$ cat config.mk
export PLATFORM = sky130hd
export DESIGN_NAME = dpft_cell
export DESIGN_NICKNAME = d
export VERILOG_FILES = /design/src/design/dpft_pkg.sv /design/src/design/dpft_cell.sv
export SDC_FILE = /design/constraint.sdc
export NUM_CORES = 1
export LEC_CHECK = 0
export BUFFER_PORTS_ARGS = -buffer_cell sky130_fd_sc_hd__buf_2
export CORE_MARGIN = 3
export CORE_UTILIZATION = 43
export CTS_CLUSTER_SIZE = 16
export DETAILED_ROUTE_END_ITERATION = 8
export PLACE_DENSITY = 0.89
export SLEW_MARGIN = 0
export SYNTH_ARGS = -nofsm -noshare
export SYNTH_HDL_FRONTEND = slang
export SYNTH_SLANG_ARGS = --single-unit
$ cat constraint.sdc
create_clock -name clk_i -period 3 [get_ports clk_i]
set_input_delay 0.3 -clock clk_i [delete_from_list [all_inputs] [get_ports clk_i]]
set_output_delay 0.3 -clock clk_i [all_outputs]
set_load 0.01 [all_outputs]
$ cat src/design/dpft_pkg.sv
`timescale 1ns / 1ps
// ----------------------------------------------------------------------------
// dpft_pkg
// Shared types and constants of the dated price floor table.
// ----------------------------------------------------------------------------
package dpft_pkg;

  localparam int YEAR_W  = 14;
  localparam int MD_W    = 7;
  localparam int PRICE_W = 32;
  localparam int KEY_W   = 23;

  // Packed date key: year, 4-bit month, 5-bit day
  localparam int KEY_MON_W = 4;
  localparam int KEY_DAY_W = 5;

  localparam logic FUNC_INSERT = 1'b0;
  localparam logic FUNC_LOOKUP = 1'b1;

  localparam logic [YEAR_W-1:0] MIN_YEAR_RESET = 14'd2009;

  // y % 25 == 0  <=>  (y * ceil(2^24/25)) mod 2^24 < ceil(2^24/25), y < 2^14
  localparam int                    DIV25_SHIFT = 24;
  localparam logic [DIV25_SHIFT-1:0] DIV25_MUL  = 24'd671089;

  // Reduction tree: fan-in of 2**TREE_FANIN_LOG per registered level
  localparam int TREE_FANIN_LOG = 4;

  typedef enum logic [2:0] {
    ST_EXACT   = 3'd0,
    ST_EARLIER = 3'd1,
    ST_INVALID = 3'd2,
    ST_NONE    = 3'd3,
    ST_FULL    = 3'd4,
    ST_STORED  = 3'd5
  } status_e;

  typedef enum logic [1:0] {
    S_IDLE,
    S_CMP,
    S_WAIT,
    S_COMMIT
  } state_e;

  typedef struct packed {
    logic                      eq;
    logic signed [PRICE_W-1:0] price;
  } leaf_t;

  function automatic int tree_levels(input int leaves);
    int lg;
    lg = $clog2(leaves);
    if (lg < 1) lg = 1;
    return (lg + TREE_FANIN_LOG - 1) / TREE_FANIN_LOG;
  endfunction

endpackage

$ cat src/design/dpft_cell.sv
`timescale 1ns / 1ps
// ----------------------------------------------------------------------------
// dpft_cell
// One table slot: holds a date key and price, compares against the request
// key and shifts up from its lower neighbor on an insert.
// ----------------------------------------------------------------------------
module dpft_cell
  import dpft_pkg::*;
(
  input  logic                      clk_i,
  input  logic                      rst_ni,
  input  logic                      valid_i,
  input  logic                      capture_i,
  input  logic                      shift_i,
  input  logic                      overwrite_i,
  input  logic [KEY_W-1:0]          key_i,
  input  logic signed [PRICE_W-1:0] price_i,
  input  logic                      left_le_i,
  input  logic [KEY_W-1:0]          left_key_i,
  input  logic signed [PRICE_W-1:0] left_price_i,
  input  logic                      right_le_i,
  output logic                      le_o,
  output logic [KEY_W-1:0]          key_o,
  output logic signed [PRICE_W-1:0] price_o,
  output leaf_t                     leaf_o
);

  logic                      le_q, eq_q;
  logic [KEY_W-1:0]          key_q;
  logic signed [PRICE_W-1:0] price_q;

  always_ff @(posedge clk_i or negedge rst_ni) begin
    if (!rst_ni) begin
      le_q <= 1'b0;
      eq_q <= 1'b0;
    end else if (capture_i) begin
      le_q <= valid_i && (key_q <= key_i);
      eq_q <= valid_i && (key_q == key_i);
    end
  end

  always_ff @(posedge clk_i) begin
    if (overwrite_i && eq_q) begin
      price_q <= price_i;
    end else if (shift_i && !le_q) begin
      // first slot above the floor takes the new entry, the rest move up
      if (left_le_i) begin
        key_q   <= key_i;
        price_q <= price_i;
      end else begin
        key_q   <= left_key_i;
        price_q <= left_price_i;
      end
    end
  end

  assign le_o    = le_q;
  assign key_o   = key_q;
  assign price_o = price_q;

  always_comb begin
    leaf_o = '0;
    if (le_q && !right_le_i) begin
      leaf_o.eq    = eq_q;
      leaf_o.price = price_q;
    end
  end

endmodule

Yosys cells after proc, flatten, opt, wreduce, memory -nomap -nowiden:

Cells that the tools add are included.

* bits of input ports: 118
* output and inout bits: 89
* register bits after elaboration: 57
* word-level logic and storage cells: 21

* eq/ne operators: 1
* bitwise gates (word level): 1
* order comparisons: 1
* reduce and logical (&&, ||, !) cells: 9
* multiplexer cells: 5

Operators by type and width (count)
* two-way mux 32 bit: 3
* two-way mux 33 bit: 1
* equality test 23 bit: 1
* <= comparator 23 bit: 1
* two-way mux 23 bit: 1
* logical AND 1 bit: 5
* zero test 1 bit: 2
* AND reduction 2 bit: 1
* nonzero test 2 bit: 1
* NOT 1 bit: 1

Depth between registers and ports, before layout:

* depth in word-level cells: 4
* gate-level depth with buffers: 7
* mapped depth without buffers: 7

Worst setup path before layout:

OpenSTA, ideal clock, no wires.

* kind: flip-flop to flip-flop
* start: register le_q (netlist: le_o)
* end: register key_q[0] (netlist: key_o[0]), enable pin
* arrival: 1742 ps
* setup time: 411 ps
* slack: 848 ps
* period minus slack after synthesis: 2152 ps
* path buffers: 0
* stages on the path, launching flop included: 3
* data required time: 2589 ps
* path through: dfrtp_1 -> nand2b_1 -> a21oi_1

* longest elaborated chain between the ends: 3

Ends and longest elaborated chain
* start, declared: RTL line dpft_cell.sv:28 `logic le_q, eq_q;`
* start signal, assigned: RTL line dpft_cell.sv:37 `le_q <= valid_i && (key_q <= key_i);`
* zero test 1 bit: RTL line dpft_cell.sv:45 `end else if (shift_i && !le_q) begin`
* logical AND 1 bit: RTL line dpft_cell.sv:45
* AND reduction 2 bit (no source line)
* end signal, assigned: RTL line dpft_cell.sv:48 `key_q <= key_i;`
* end signal, assigned: RTL line dpft_cell.sv:51 `key_q <= left_key_i;`
* end, declared: RTL line dpft_cell.sv:29 `logic [KEY_W-1:0] key_q;`

Every way passes these cells.
A chain may end at the register's enable or synchronous reset.

==> insert_results.sql <==
INSERT INTO impl_metrics (metric_group, metric, value, unit) VALUES
('status', 'status', 'completed', ''),
('worst_setup_path', 'reg2reg_slack', '1160', 'ps'),
('drt', 'dr_total_vias', '2706', ''),
('floorplanning', 'die-area', '0.00860', 'mm2'),
('pwr', 'pwr_density_cell', '462', 'mW/mm2'),
('global_routing', 'gr-usage-all-layers', '20.6', '%'),
('placement', 'dpl.hpwl', '7.37', 'mm'),
('pwr', 'vdd.ir_drop.worst', '0.329', 'mV'),
('timing', 'totalNegativeSetupSlack', '0', 'ps'),
('global_routing', 'global_route_wire_length_before_repair', '13.6', 'mm'),
('logic_synthesis', 'ys_warn_count', '0', ''),
('cells_and_area', 'syn2layout_area_growth', '40.7', '%'),
('global_routing', 'antenna_found_initial', '0', ''),
('clocking', 'max-clock-path-buffers', '2', ''),
('timing', 'timing_hold_violations_final', '0', ''),
('pwr', 'combPwrFrac', '20.6', '%'),
('drt', 'routed_wl', '9.11', 'mm'),
('drt', 'first_pass_iters', '4', ''),
('logic_synthesis', 'postSynthAreaPerCell', '13.1', 'um2'),
('drt', 'wl_per_cell', '16.3', 'um'),
('pwr', 'share_clk_of_total_power', '32.0', '%'),
('clocking', 'clkSlewWorstSetupHoldPaths', '60', 'ps'),
('cells_and_area', 'layout.area.seq', '0.00170', 'mm2'),
('worst_setup_path', 'worst-endpoint-arrival', '1890', 'ps'),
('worst_setup_path', 'rr_endpoint', 'price_o[8]$_DFFE_PP_', ''),
('timing', 'timing.slew.headroom', '35.3', '%'),
('global_routing', 'grt_overflow_total', '0', ''),
('timing', 'final.period_utilization', '73.2', '%'),
('timing', 'fmax', '456', 'MHz'),
('floorplanning', 'floorplan.initialDensity', '45.8', '%'),
('clocking', 'worstSkewPairLatency', '330', 'ps'),
('logic_synthesis', 'syn_area', '0.00323', 'mm2'),
('worst_setup_path', 'critical_path.startpoint_type', 'flip-flop', ''),
('global_routing', 'grt_start_max_net_pins', '34', ''),
('pwr', 'internal', '1560', 'uW'),
('floorplanning', 'io_pins', '207', ''),
('clocking', 'tritoncts', 'done', ''),
('clocking', 'cts_sinks', '57', ''),
('floorplanning', 'die_w', '92.7', 'um'),
('timing', 'tightest_pin_transition', '966', 'ps'),
('worst_setup_path', 'setup.worst_path.end_class', 'output port', ''),
('pwr', 'sw_frac_of_total', '26.1', '%'),
('logic_synthesis', 'synth_sequential_area_ratio', '52.6', '%'),
('logic_synthesis', 'ys_seq_elements', '57', ''),
('placement', 'routabilityCongestion', '0.784', ''),
('timing', 'unrepaired_setup_endpoints_after_global_routing', 'no', ''),
('hold_path', 'hold_path_startpoint', 'capture_i', ''),
('clocking', 'clock_tree.root_cell', 'clkbuf_8', ''),
('drt', 'drt_drc_violations_left', '0', ''),
('placement', 'place_ws', '1120', 'ps'),
('pwr', 'leakagePower', '0.00224', 'uW'),
('hold_path', 'min_delay_path_depth', '2', ''),
('clocking', 'num_cts_buffers', '9', ''),
('timing', 'finalClockSkew', '4.78', 'ps'),
('timing', 'min_period', '2190', 'ps'),
('drt', 'detail_route.iter0.violations', '81', ''),
('worst_setup_path', 'r2r.worst_path.cells', '3', ''),
('pwr', 'power.share.sequential', '47.4', '%'),
('cells_and_area', 'share_of_layout_cells_above_drive_strength_1', '60.3', '%'),
('cells_and_area', 'nNetsFinal', '600', ''),
('floorplanning', 'die_h', '92.7', 'um'),
('global_routing', 'first_global_vias', '2820', ''),
('placement', 'numPortBuffers', '206', ''),
('logic_synthesis', 'postSynthCellCount', '246', ''),
('timing', 'setup_viol', '0', ''),
('pwr', 'power.switching', '549', 'uW'),
('logic_synthesis', 'ys_types', '28', ''),
('floorplanning', 'placementRows', '30', ''),
('hold_path', 'min_path_type', 'primary input to flip-flop', ''),
('drt', 'vias_per_cell', '4.83', ''),
('logic_synthesis', 'synthesis.nets', '387', '');
-- stage by stage --
step	instances	power (uW)	utilization, %	hold slack [ps]	area, um2
detailed placement	543	1450	61.8	94.2	4360
CTS	560	2120	64.5	201	4550
global route	560	2210	64.5	206	4550
floorplan	246	1230	-	4.41	3230
global placement	543	1430	61.8	88.1	4360
finish	560	2100	64.5	217	4550
-- cell type report --
cell class	count	share of cell area, %
Timing Repair Buffer	211	23.5
Multi-Input combinational cell	156	30.5
Clock inverter	4	0.962
Inverter	24	1.98
Tap cell	96	2.64
Clock buffer	12	2.97
Sequential cell	57	37.4
-- synthesized netlist by cell type --
library cell,count,area share (%)
a211oi_1,2,0.46
a21o_1,1,0.23
a21oi_1,8,1.2
a21oi_4,1,0.50
a221oi_1,1,0.27
and2_1,33,6.4
and4_1,3,0.81
and4_2,2,0.62
buf_2,3,0.46
buf_6,3,1.0
clkbuf_1,3,0.35
dfrtp_1,2,1.5
edfxtp_1,55,51
ha_1,23,8.9
inv_1,24,2.8
mux2_1,2,0.70
mux2_2,53,18
nand2_1,9,1.0
nand2b_1,2,0.39
nand3_1,4,0.62
nand3b_1,1,0.23
nand4_1,1,0.19
nor2_1,2,0.23
nor2b_1,1,0.19
nor3_1,1,0.15
o2111ai_1,1,0.27
o21ai_0,4,0.62
o31ai_1,1,0.23
-- worst max-delay path by stage --
stage	endpoint
final	leaf_o[1]
after global routing	leaf_o[30]
after CTS	leaf_o[1]
after detailed placement	price_o[9]$_DFFE_PP_
after global placement	price_o[15]$_DFFE_PP_
after floorplan	key_o[0]$_DFFE_PP_
-- state kept, by name (all words and copies together), names as in the netlist --
signal / count
eq_q: 1
key_o: 23
price_o: 32
le_o: 1
-- layout by cell type, fill, tap and decap left out, types with 3 or more instances in the layout --
master and instances:
mux2_2 53, inv_1 24, nand2_1 9, edfxtp_1 55
and4_1 3, buf_2 206, nand3_1 4, clkbuf_1 3
a21oi_1 7, buf_4 4, and2_1 33, ha_1 23
clkbuf_8 9, o21ai_0 4
-- metal layers --
metal  routed length, um  up-vias  GRT usage (%)
li1                    -     1316              -
met1                3330     1250           22.0
met2                4960      130           40.1
met3                 696       10           3.82
met4                 126        0           7.33
met5                   0        -              0
-- worst max-delay path, stage by stage, from the launching register on --
cell	delay, ps
dfrtp_1	380
nor2b_2	800
and2_1	250
buf_2	140
-- power by group through the flow --
stage | clock network [uW] | logic [uW] | registers, uW
6_report | 673 | 434 | 998
4_1_cts | 688 | 439 | 998
2_1_floorplan | 0 | 193 | 1040
3_5_place_dp | 0 | 435 | 1010
3_3_place_gp | 0 | 419 | 1010
5_1_grt | 724 | 479 | 1000
-- cells by family after synthesis --
family / after synthesis / share of synthesized area (%)
adder cells (fa/ha/maj): 23 / 8.90
AO/OA/AOI/OAI: 19 / 3.83
AND/OR/NAND/NOR: 59 / 10.9
multiplexers: 55 / 19.1
flip-flops: 57 / 52.6
buffers and inverters: 33 / 4.64
-- repair_timing --
action	in CTS	in global routing
endpoints found under the hold margin	2	0
setup buffers	0	0
hold buffers	1	0
Note: power is estimated with default switching activity, not from simulation.
